File: config.mk
export PLATFORM = sky130hd
export DESIGN_NAME = mfek_ctrl
export DESIGN_NICKNAME = d
export VERILOG_FILES = /design/src/mfek_pkg.sv /design/src/mfek_ctrl.sv
export SDC_FILE = /design/constraint.sdc
export NUM_CORES = 1
export LEC_CHECK = 0
export BUFFER_PORTS_ARGS = -buffer_cell sky130_fd_sc_hd__clkbuf_2
export CORE_MARGIN = 2
export CORE_UTILIZATION = 30
export DETAILED_ROUTE_END_ITERATION = 8
export PLACE_DENSITY = 0.62
export SKIP_LAST_GASP = 1
export SLEW_MARGIN = 20
export SYNTH_ARGS = -nofsm -noshare
export SYNTH_HDL_FRONTEND = slang
export SYNTH_SLANG_ARGS = --single-unit
File: constraint.sdc
create_clock -name clk_i -period 1.65 [get_ports clk_i]
set_input_delay 0.33 -clock clk_i [delete_from_list [all_inputs] [get_ports clk_i]]
set_output_delay 0.33 -clock clk_i [all_outputs]
set_load 0.05 [all_outputs]
File: src/mfek_pkg.sv
// ----------------------------------------------------------------------------
// mfek_pkg
// Shared types and constants of the Edmonds-Karp max-flow block.
// ----------------------------------------------------------------------------
package mfek_pkg;

  localparam int VERTEX_COUNT_DEF = 64;
  localparam int VTX_W   = 6;
  localparam int ECAP_W  = 32;
  localparam int CAP_W   = 44;
  localparam int FLOW_W  = 50;
  localparam int CNT_W   = 16;
  localparam int CFG_W   = 16;
  localparam int CIDX_W  = 2;

  localparam logic [CAP_W-1:0]  CAP_MAX  = {CAP_W{1'b1}};
  localparam logic [FLOW_W-1:0] FLOW_MAX = {FLOW_W{1'b1}};
  localparam logic [CNT_W-1:0]  CNT_MAX  = {CNT_W{1'b1}};

  localparam logic [CIDX_W-1:0] REG_SOURCE = 2'd0;
  localparam logic [CIDX_W-1:0] REG_SINK   = 2'd1;
  localparam logic [CIDX_W-1:0] REG_LIMIT  = 2'd2;

  localparam logic FUNC_RUN = 1'b1;

  typedef enum logic [3:0] {
    ST_CLEAR, ST_IDLE, ST_EDGE_RD, ST_EDGE_WR, ST_RUN_CHK, ST_BFS_INIT,
    ST_DEQ_RD, ST_DEQ, ST_NB_RD, ST_NB_CHK, ST_PUSH_PRD, ST_PUSH_FRD,
    ST_PUSH_FWR, ST_PUSH_RWR, ST_AUG, ST_DONE
  } ctl_state_e;

  typedef enum logic [4:0] {
    OP_NOP, OP_CLEAR, OP_ACCEPT, OP_EDGE_RD, OP_EDGE_WR, OP_RUN_CHK,
    OP_BFS_INIT, OP_DEQ_RD, OP_DEQ, OP_NB_RD, OP_NB_CHK, OP_PUSH_PRD,
    OP_PUSH_FRD, OP_PUSH_FWR, OP_PUSH_RWR, OP_AUG, OP_DONE
  } dp_op_e;

  typedef struct packed {
    dp_op_e op;
    logic   in_ready;
  } cmd_t;

  typedef struct packed {
    logic clr_last;
    logic edge_ok;
    logic run_ok;
    logic lim_hit;
    logic q_empty;
    logic nb_hit;
    logic nb_dst;
    logic nx_last;
    logic walk_end;
    logic out_free;
  } status_t;

endpackage

File: src/mfek_ctrl.sv
// ----------------------------------------------------------------------------
// mfek_ctrl
// Sequencer: edge loads, breadth-first searches, path pushes, matrix clear.
// ----------------------------------------------------------------------------
module mfek_ctrl (
  input  logic              clk_i,
  input  logic              rst_ni,
  input  logic              in_valid_i,
  input  logic              in_func_i,
  input  mfek_pkg::status_t sts_i,
  output mfek_pkg::cmd_t    cmd_o
);

  mfek_pkg::ctl_state_e state_q, state_d;

  always_ff @(posedge clk_i or negedge rst_ni) begin
    if (!rst_ni) begin
      state_q <= mfek_pkg::ST_CLEAR;
    end else begin
      state_q <= state_d;
    end
  end

  always_comb begin
    state_d         = state_q;
    cmd_o.op        = mfek_pkg::OP_NOP;
    cmd_o.in_ready  = 1'b0;
    case (state_q)
      mfek_pkg::ST_CLEAR: begin
        cmd_o.op = mfek_pkg::OP_CLEAR;
        if (sts_i.clr_last) state_d = mfek_pkg::ST_IDLE;
      end
      mfek_pkg::ST_IDLE: begin
        cmd_o.in_ready = 1'b1;
        if (in_valid_i) begin
          cmd_o.op = mfek_pkg::OP_ACCEPT;
          state_d  = (in_func_i == mfek_pkg::FUNC_RUN) ? mfek_pkg::ST_RUN_CHK
                                                       : mfek_pkg::ST_EDGE_RD;
        end
      end
      mfek_pkg::ST_EDGE_RD: begin
        cmd_o.op = mfek_pkg::OP_EDGE_RD;
        state_d  = sts_i.edge_ok ? mfek_pkg::ST_EDGE_WR : mfek_pkg::ST_IDLE;
      end
      mfek_pkg::ST_EDGE_WR: begin
        cmd_o.op = mfek_pkg::OP_EDGE_WR;
        state_d  = mfek_pkg::ST_IDLE;
      end
      mfek_pkg::ST_RUN_CHK: begin
        cmd_o.op = mfek_pkg::OP_RUN_CHK;
        if (!sts_i.run_ok || sts_i.lim_hit) state_d = mfek_pkg::ST_DONE;
        else                                 state_d = mfek_pkg::ST_BFS_INIT;
      end
      mfek_pkg::ST_BFS_INIT: begin
        cmd_o.op = mfek_pkg::OP_BFS_INIT;
        state_d  = mfek_pkg::ST_DEQ_RD;
      end
      mfek_pkg::ST_DEQ_RD: begin
        // empty queue: no path left
        if (sts_i.q_empty) begin
          state_d = mfek_pkg::ST_DONE;
        end else begin
          cmd_o.op = mfek_pkg::OP_DEQ_RD;
          state_d  = mfek_pkg::ST_DEQ;
        end
      end
      mfek_pkg::ST_DEQ: begin
        cmd_o.op = mfek_pkg::OP_DEQ;
        state_d  = mfek_pkg::ST_NB_RD;
      end
      mfek_pkg::ST_NB_RD: begin
        cmd_o.op = mfek_pkg::OP_NB_RD;
        state_d  = mfek_pkg::ST_NB_CHK;
      end
      mfek_pkg::ST_NB_CHK: begin
        cmd_o.op = mfek_pkg::OP_NB_CHK;
        if (sts_i.nb_hit && sts_i.nb_dst) state_d = mfek_pkg::ST_PUSH_PRD;
        else if (sts_i.nx_last)            state_d = mfek_pkg::ST_DEQ_RD;
        else                               state_d = mfek_pkg::ST_NB_RD;
      end
      mfek_pkg::ST_PUSH_PRD: begin
        cmd_o.op = mfek_pkg::OP_PUSH_PRD;
        state_d  = sts_i.walk_end ? mfek_pkg::ST_AUG : mfek_pkg::ST_PUSH_FRD;
      end
      mfek_pkg::ST_PUSH_FRD: begin
        cmd_o.op = mfek_pkg::OP_PUSH_FRD;
        state_d  = mfek_pkg::ST_PUSH_FWR;
      end
      mfek_pkg::ST_PUSH_FWR: begin
        cmd_o.op = mfek_pkg::OP_PUSH_FWR;
        state_d  = mfek_pkg::ST_PUSH_RWR;
      end
      mfek_pkg::ST_PUSH_RWR: begin
        cmd_o.op = mfek_pkg::OP_PUSH_RWR;
        state_d  = mfek_pkg::ST_PUSH_PRD;
      end
      mfek_pkg::ST_AUG: begin
        cmd_o.op = mfek_pkg::OP_AUG;
        state_d  = mfek_pkg::ST_RUN_CHK;
      end
      mfek_pkg::ST_DONE: begin
        if (sts_i.out_free) begin
          cmd_o.op = mfek_pkg::OP_DONE;
          state_d  = mfek_pkg::ST_CLEAR;
        end
      end
      default: begin
        state_d = mfek_pkg::ST_CLEAR;
      end
    endcase
  end

endmodule

======== After elaboration in Yosys (flattened, before gate mapping) ========
Index checks and enable logic that the tools add are counted.
word-level totals
  flip-flop bits (word level) ............. 4
  bits in latches ......................... 0
  bits in writable memories ............... 0
  bits in read-only memories .............. 0
  input port bits ......................... 14
  output and inout port bits .............. 6
  word-level logic and storage cells ...... 40
  memories ................................ 0
operators by class
  $add $sub $neg .......................... 0
  $mul .................................... 0
  divide/modulo/power cells ............... 0
  magnitude comparators ................... 0
  eq/ne operators ......................... 18
  shift operators ......................... 0
  mux-type cells .......................... 16
  bitwise gates (word level) .............. 0
  reduce and logical (&&, ||, !) cells .... 5
operators with widths
  kind                                                  count
  case mux 5 bit (16 select lines)                      1
  case mux 4 bit (16 select lines)                      1
  equality test 4 bit (second input constant)           8
  two-way mux 4 bit                                     7
  equality test 4 x 3 -> 1 bit (second input constant)  4
  two-way mux 3 bit                                     3
  equality test 4 x 2 -> 1 bit (second input constant)  2
  inequality test 2 bit (second input constant)         3
  two-way mux 5 bit                                     1
  equality test 4 x 1 -> 1 bit (second input constant)  1
  zero test 4 bit                                       1
  two-way mux 2 bit                                     2
  AND reduction 3 bit                                   1
  logical AND 1 bit                                     1
  zero test 1 bit                                       1
  logical OR 1 bit                                      1
  two-way mux 1 bit                                     1

======== Logic depth before layout (Yosys ltp) ========
Gate-level depths: netlist of run 1.
  word-level depth ........................ 4
  depth in mapped cells ................... 5
  depth with buffers taken out ............ 4

======== Worst setup path after synthesis of run 1 ========
No wires, ideal clock.
  path type ............................... flip-flop to output port
  start ................................... reg state_q[2]
  end ..................................... out cmd_o[3] in the netlist's numbering
  arrival ................................. 1,875 ps
  data required time ...................... 1,320 ps
  setup slack ............................. -555 ps
  cell stages (with the launch flop) ...... 4
  buffers on the path ..................... 2
  cell sequence ........................... dfrtp_1 buf_6 buf_2 o31ai_1
RTL lines
  item                      RTL line         RTL
  start: declaration        mfek_ctrl.sv:14  mfek_pkg::ctl_state_e state_q, state_d;
  start signal: assignment  mfek_ctrl.sv:18  state_q <= mfek_pkg::ST_CLEAR;
  start signal: assignment  mfek_ctrl.sv:20  state_q <= state_d;
  end: declaration          mfek_ctrl.sv:11  output mfek_pkg::cmd_t cmd_o

==> impl_metrics.yaml, run 1 <==
pwr:
  p_per_area_nw_per_um2: 2320
  peakVddDrop_v: 0.0008058
  p_switching_mw: 0.8850
  seqPwrFrac: 0.144
  swShare: 0.5331
  clkPwrFrac: 0.076
  power_leakage_nw: 0.3355
  p_comb_frac: 0.781
  internal_power_mw: 0.7751
  finalPower_mw: 1.660
grt:
  grt_use_total: 0.1634
  grtUsageMet3: 0.01633
  grt_pass1_wl_um: 2366
  grt_max_degree: 11
  grt_pass1_vias: 583
  antenna_found_initial: 0
  grtUsageMet1: 0.1841
  grt_overflow_total: 0
  top_usage_layer: "met2"
  grt.met2_usage: 0.2912
logic_synthesis:
  synth_area_leaders: "dfrtp_1 (21%), buf_6 (9.2%), a21oi_1 (5.1%), o21ai_0 (5.1%), nand2_1 (4.6%)"
  synth_top_area_frac: 0.2051
  synth_most_common_cell: "nand2_1"
  synthDistinctLibCells: 31
  synth_area_um2: 488.0
  syn_avg_cell_area_um2: 7.507
  yosysWarnings: 0
  synth_edf_count: 0
  synth-main-ff-cell: "dfrtp_1"
  synth-seq-area-share: 0.2051
  synth_nets: 79
  synth_top_area_cell: "dfrtp_1"
  ys_seq_elements: 4
  synth.cells.most_frequent: "nand2_1 (6), a21oi_1 (5), o21ai_0 (5)"
  synth-async-reset-ratio: 1.000
  synth_cells: 65
sta:
  holdWs_ps: 360.6
  setup_violations: 1
  skew_ps: 4.046
  fin_ws_ps: -17.31
  clock.fmax_mhz: 599.8
  hold_viol_final: 0
  slew_viol_final: 0
  grt_setup_unrepaired: "true"
  worstMarginPinSlew_ps: 285.0
  post-route-min-period_ps: 1667
  fin_crit_sh: 1.010
  slew_headroom: 0.8108
setup_path:
  path_max_fanout: 8
  r2r_start: "state_q[0]"
  slowest_delay_ps: 450
  crit_family: "flip-flops"
  slowest_stage: "dfrtp_2"
  crit_chain: "nor3b_1, a31oi_1, nor2_1, a21oi_2, buf_8"
  crit_path_start: "state_q[0]"
  worstSetupPathType: "reg2out"
  worstPathRequired_ps: 1320
  endpoint_kind: "output port"
  critPathBufInv: 1
  cp-start-kind: "flop"
  crit_arrival_ps: 1340
placed_design:
  dp_hpwl_um: 1019
  finalWeightedCongestion: 0.8247
  dp_cells: 102
  place_area_um2: 629.4
  port_buffers: 19
layout:
  diodes: 0
  drive_gt1_frac: 0.4783
  postLayoutCoreUtil: 0.4696
  top_regs: "state_q: 4 flops"
  instances_no_fill: 108
  finish.instance_area_um2: 715.7
  regMostFlops: "state_q"
  area_growth_pct: 46.67
  largest_reg_flops: 4
  fillCellCount: 150
  nets: 108
routing:
  vias: 599
  viasPerCell: 5.546
  route.detailed.drc: 0
  wl_per_cell_um: 12.84
  routed_wl_um: 1387
  drtIter0Drc: 3
  ant_nets: 0
  first_pass_iters: 4
floorplan:
  die_w_um: 44.33
  fp.dieArea_um2: 1965
  core_um2: 1524
  initial_core_util: 0.3202
  rows: 14
  fp.dieH_um: 44.33
  ios: 20
clock_network:
  cts_buffer_depth: 2
  numCtsBuffers: 3
  clk_pin_slew_ps: 40
  htree_levels: 1
  clk_latency_ps: 240
  cts.sinks: 4
  cts_root_buf: "clkbuf_4"
  tritoncts: "built"
worst_hold_path:
  min_path_type: "in2reg"
  min_from: "sts_i[9]"
run_status:
  status: "finished, violations left"
  violations: "negative setup slack"
run:
  maxCapViolCount: 0
## layout by cell type, fill, tap and decap left out, drive strengths merged, types with 3 or more instances in the layout
master	Yosys	routed
nor2b	3	3
nand2	6	6
dfrtp	4	4
inv	4	4
nor2	4	4
o21ai	5	5
a31oi	3	3
o22ai	3	3
o211ai	3	3
nand2b	3	3
buf	5	12
clkbuf	0	19
a21oi	6	6
## final timing paths
check / to / slack (ps) / cells after the start
max in group asynchronous: state_q[1] / 1090 / 2
min in group asynchronous: state_q[3] / 420 / 2
max reg2reg: state_q[3] / 330 / 6
min: state_q[0] / 360 / 3
min reg2reg: state_q[0] / 750 / 2
max: cmd_o[2] / -20 / 5
## cell families after synthesis
family          after synthesis  synth area share
compound gates               24            0.3154
flops                         4            0.2051
buf+inv                       9            0.1333
simple gates                 26            0.3077
xor+xnor                      1           0.01795
mux                           1           0.02051
## area by class of cell
cell class	count	area [um2]	share of cell area
sequential	4	102.6	0.1434
timing repair buffer	29	206.4	0.2885
clock buffer	3	22.52	0.03147
tap	16	20.02	0.02797
inverter	4	15.01	0.02098
multi-input combinational	52	349.1	0.4878
## power groups by stage
stage | sequential [mW] | clock (mW) | combinational (mW)
global route | 0.247 | 0.136 | 1.40
finish | 0.238 | 0.125 | 1.30
floorplan | 0.192 | 0 | 0.961
detailed placement | 0.234 | 0 | 1.14
CTS | 0.236 | 0.125 | 1.21
global placement | 0.226 | 0 | 1.15
## tightest hold or removal path, stage by stage
cell and delay, ps:
clkbuf_2 80, nor2_1 40, o22ai_1 100
## through the flow
| stage | worst slack, ps | TNS, ps |
|---|---|---|
| finish | -17.31 | -17.31 |
| global route | -96.74 | -141.1 |
| CTS | -40.31 | -40.31 |
| detailed placement | 75.40 | 0 |
| global placement | 132.5 | 0 |
| floorplan | -143.3 | -278.1 |
## metal layers
| layer | share of wire | vias up |
|---|---|---|
| met5 | 0 | - |
| met4 | 0.016 | 0 |
| met3 | 0.050 | 2 |
| met2 | 0.53 | 20 |
| met1 | 0.41 | 283 |
| li1 | - | 294 |
## what timing repair did
action | 4_1_cts | 5_1_grt
resized for setup | 8 | 7
setup endpoints to repair | 5 | 5
hold buffers | 1 | 0
endpoints found under the hold margin | 4 | 0
pin swaps | 0 | 1
setup buffers | 0 | 2
Note: power is estimated with default switching activity, not from simulation.
==> inputs of run 2 (changes only) <==
CELL_PAD_IN_SITES_DETAIL_PLACEMENT = 0   (was not set)
CELL_PAD_IN_SITES_GLOBAL_PLACEMENT = 2   (was not set)
CORE_UTILIZATION = 26   (was 30)
PLACE_DENSITY = 0.89   (was 0.62)
==> impl_metrics.yaml, run 2 (synthesized netlist as in run 1, its figures left out) <==
sta:
  setup_violations: 2
  post-route-min-period_ps: 1686
  finalSetupTns_ps: -36.33
  clock.fmax_mhz: 593.3
  slew_viol_final: 0
  fin_crit_sh: 1.022
  hold_viol_final: 0
  fin_ws_ps: -35.55
  skew_ps: 3.520
  worstMarginPinSlew_ps: 264.5
  slew_headroom: 0.8226
  holdWs_ps: 369.5
  grt_setup_unrepaired: "true"
layout:
  nets: 110
  final_cell_mix: "clkbuf_2 (15), buf_4 (9), nand2_1 (6), clkbuf_4 (5)"
  top_regs: "state_q: 4 flops"
  drive_gt1_frac: 0.5106
  largest_reg_flops: 4
  finish.instance_area_um2: 769.5
  instances_no_fill: 119
  final_common_cell: "clkbuf_2"
  diodes: 0
  postLayoutCoreUtil: 0.4409
  regMostFlops: "state_q"
  area_growth_pct: 57.69
worst_hold_path:
  min_path_type: "in2reg"
placed_design:
  place_ws_ps: 86.61
  place_area_um2: 655.6
  dp_cells: 109
  dp_hpwl_um: 1002
  port_buffers: 19
  finalWeightedCongestion: 0.8116
routing:
  ant_nets: 0
  first_pass_iters: 4
  viasPerCell: 4.874
  vias: 580
  route.detailed.drc: 0
  routed_wl_um: 1408
  drtIter0Drc: 9
  wl_per_cell_um: 11.83
floorplan:
  ios: 20
  rows: 15
  fp.dieH_um: 47.32
  die_w_um: 47.32
  core_um2: 1745
  initial_core_util: 0.2796
  fp.dieArea_um2: 2239
clock_network:
  cts_buffer_depth: 2
  cts.sinks: 4
  numCtsBuffers: 3
  clk_latency_ps: 240
  cts_root_buf: "clkbuf_4"
  htree_levels: 1
  clk_pin_slew_ps: 40
  tritoncts: "built"
pwr:
  power_leakage_nw: 0.3538
  internal_power_mw: 0.8878
  swShare: 0.5049
  peakVddDrop_v: 0.0008418
  seqPwrFrac: 0.149
  p_comb_frac: 0.783
  p_per_area_nw_per_um2: 2330
  clkPwrFrac: 0.068
  finalPower_mw: 1.793
  p_switching_mw: 0.9052
run_status:
  status: "finished, violations left"
  violations: "negative setup slack"
grt:
  antenna_found_initial: 0
  grt_overflow_total: 0
  grt_pass1_wl_um: 1938
  grt_pass1_vias: 482
  grt_use_total: 0.1235
  grt_max_degree: 16
run:
  maxCapViolCount: 0
setup_path:
  crit_arrival_ps: 1360
  worstPathRequired_ps: 1320
  cp-start-kind: "flop"
  worstSetupPathType: "reg2out"
  endpoint_kind: "output port"
  path_max_fanout: 5
## run 2: changes by cell type in the layout (fill, tap and decap cells not counted)
cell       change
buf_12         +2
buf_6          -2
dfrtp_1        -2
dfrtp_2        +2
buf_8          -1
clkbuf_16      +1
clkbuf_2       +1
clkbuf_4       +1
o21ai_0        -1
o21ai_1        +1
## run 2: timing repair
action | 4_1_cts | 5_1_grt
endpoints found under the hold margin | 4 | 0
hold buffers | 1 | 0
resized for setup | 8 | 3
setup endpoints to repair | 5 | 5
buffers inserted | 2 | 4
## run 2: critical path, stage by stage, from the launching register on
cell and delay (ps):
dfrtp_2 440, nor3b_1 150, a31oi_1 150, nor2_1 70, a21oi_2 150, buf_12 150
## run 2: area by class of cell
cell class,count,area [um2]
multi-input cells,52,349.1
flip-flops and latches,4,105.1
inverters,4,15.01
fillers,183,975.9
clock buffers,3,22.52
well taps,25,31.28
repair buffers,31,246.5
## run 2: worst paths after layout
check	slack (ps)	depth (start not counted)	start	end
min in group asynchronous	440	2	rst_ni	state_q[3]
hold reg to reg	700	3	state_q[0]	state_q[0]
setup / recovery	-40	5	state_q[0]	cmd_o[2]
max in group asynchronous	1070	2	rst_ni	state_q[2]
setup reg to reg	190	6	state_q[2]	state_q[1]
hold / removal	370	3	sts_i[9]	state_q[0]
## run 2: power by group through the flow
stage | combinational [mW] | clock, mW | sequential (mW)
after floorplan | 0.961 | 0 | 0.192
after global placement | 1.18 | 0 | 0.288
after global routing | 1.49 | 0.133 | 0.273
after CTS | 1.30 | 0.123 | 0.286
final | 1.40 | 0.122 | 0.268
after detailed placement | 1.18 | 0 | 0.289
## run 2: layer usage
| metal | wire, um | up-vias | GRT usage |
|---|---|---|---|
| met5 | 0 | - | 0 |
| met4 | 23 | 0 | 0.06111 |
| met3 | 63 | 4 | 0.01538 |
| met2 | 677 | 15 | 0.1946 |
| met1 | 644 | 266 | 0.1648 |
| li1 | - | 295 | - |
==> inputs of run 3 (changes only) <==
BUFFER_PORTS_ARGS = -buffer_cell sky130_fd_sc_hd__buf_2   (was -buffer_cell sky130_fd_sc_hd__clkbuf_2)
==> impl_metrics.yaml, run 3 (synthesized netlist as in run 1, its figures left out) <==
pwr:
  finalPower_mw: 1.596
  power_leakage_nw: 0.3259
  p_comb_frac: 0.762
  p_per_area_nw_per_um2: 2245
  p_switching_mw: 0.8504
  swShare: 0.5330
  seqPwrFrac: 0.164
  internal_power_mw: 0.7451
  clkPwrFrac: 0.074
  peakVddDrop_v: 0.0006239
run_status:
  status: "finished clean"
routing:
  drtIter0Drc: 15
  route.detailed.drc: 0
  ant_nets: 0
  routed_wl_um: 1310
  wl_per_cell_um: 11.20
  viasPerCell: 4.932
  first_pass_iters: 4
  vias: 577
worst_hold_path:
  min_from: "sts_i[9]"
  hold_depth: 3
  min_path_type: "in2reg"
  min_to: "state_q[0]"
floorplan:
  fp.dieArea_um2: 2239
  rows: 15
  core_um2: 1745
  ios: 20
  die_w_um: 47.32
  initial_core_util: 0.2796
  fp.dieH_um: 47.32
placed_design:
  dp_cells: 111
  port_buffers: 19
  dp_hpwl_um: 1010
  finalWeightedCongestion: 0.8393
  place_area_um2: 640.6
  place_ws_ps: 124.7
clock_network:
  htree_levels: 1
  numCtsBuffers: 3
  clk_latency_ps: 230
  cts_root_buf: "clkbuf_4"
  tritoncts: "built"
  cts_buffer_depth: 2
  clk_pin_slew_ps: 40
  cts.sinks: 4
grt:
  grt_overflow_total: 0
  grt_use_total: 0.1266
  grt_pass1_wl_um: 2001
  antenna_found_initial: 0
  grt_pass1_vias: 507
  grt_max_degree: 11
run:
  maxCapViolCount: 0
sta:
  fin_ws_ps: 23.08
  hold_viol_final: 0
  skew_ps: 1.222
  post-route-min-period_ps: 1627
  slew_headroom: 0.8376
  fin_crit_sh: 0.9860
  grt_setup_unrepaired: "true"
  clock.fmax_mhz: 614.7
  setup_violations: 0
  finalSetupTns_ps: 0
  slew_viol_final: 0
  worstMarginPinSlew_ps: 245.3
layout:
  regArea_um2: 105.1
  finish.instance_area_um2: 710.7
  area_growth_pct: 45.64
  instances_no_fill: 117
  multiInputGateArea_um2: 346.6
  top_regs: "state_q: 4 flops"
  regMostFlops: "state_q"
  final_cell_mix: "buf_2 (15), buf_4 (11), nand2_1 (6), o21ai_0 (5)"
  largest_reg_flops: 4
  fillCellCount: 180
  final_common_cell: "buf_2"
  nets: 108
  drive_gt1_frac: 0.4891
  diodes: 0
setup_path:
  worstPathRequired_ps: 1320
  crit_arrival_ps: 1300
  endpoint_kind: "output port"
  r2r_start: "state_q[0]"
  rr_worst_depth: 6
  cp-start-kind: "flop"
  worstSetupPathType: "reg2out"
  r2r_end: "state_q[3]"
  path_max_fanout: 7
  reg2reg_slack_ps: 130
-- run 3: changes by cell type in the layout (fill, tap and decap cells not counted) --
cell	previous run	this run
buf_12	2	0
clkbuf_2	15	0
clkbuf_4	5	3
o21ai_1	1	0
nand2b_1	2	3
clkbuf_8	1	0
nand2b_2	1	0
buf_4	9	11
buf_2	0	15
buf_6	0	2
clkbuf_16	1	0
o21ai_0	4	5
-- run 3: worst max-delay path, stage by stage (launching register included) --
cell and delay [ps]:
dfrtp_2 430, nor3b_1 150, a31oi_1 140, nor2_1 70
a21oi_2 110, buf_6 170
-- run 3: final cells by class --
type                    instances  area share
clock buffers                   3     0.03169
inverters                       4     0.02113
multi-input cells              52      0.4877
flip-flops and latches          4      0.1479
well taps                      25     0.04401
repair buffers                 29      0.2676
-- run 3: routing by layer --
metal  vias to the layer above  track usage  share of wire
li1                        292            -              -
met1                       273       0.1507           0.43
met2                        12       0.2216           0.54
met3                         0      0.01154          0.031
met4                         0      0.06667              0
met5                         -            0              0
-- run 3: worst max-delay path by stage --
stage / from / to / slack (ps)
after global placement: state_q[0] / cmd_o[2] / 130
after detailed placement: state_q[0] / cmd_o[2] / 120
final: state_q[0] / cmd_o[2] / 20
after global routing: state_q[2] / cmd_o[2] / -110
after CTS: state_q[0] / cmd_o[2] / -20
after floorplan: state_q[2] / cmd_o[3] / -140
-- run 3: per-stage QoR --
stage | hold slack, ps | util
floorplan | 34.41 | -
global placement | 137.4 | 0.3670
detailed placement | 141.3 | 0.3670
CTS | 354.2 | 0.3943
global route | 377.9 | 0.4072
finish | 364.8 | 0.4072
-- run 3: repair_timing --
action | in CTS | in global routing
resized for setup | 7 | 4
setup endpoints to repair | 5 | 4
hold buffers | 1 | 0
pin swaps | 0 | 0
buffers inserted | 0 | 2
endpoints found under the hold margin | 4 | 0
-- run 3: power groups by stage --
stage	logic (mW)	clock network, mW	registers, mW
global placement	1.11	0	0.257
finish	1.22	0.118	0.261
global route	1.31	0.134	0.273
detailed placement	1.11	0	0.260
floorplan	0.961	0	0.192
CTS	1.16	0.125	0.266
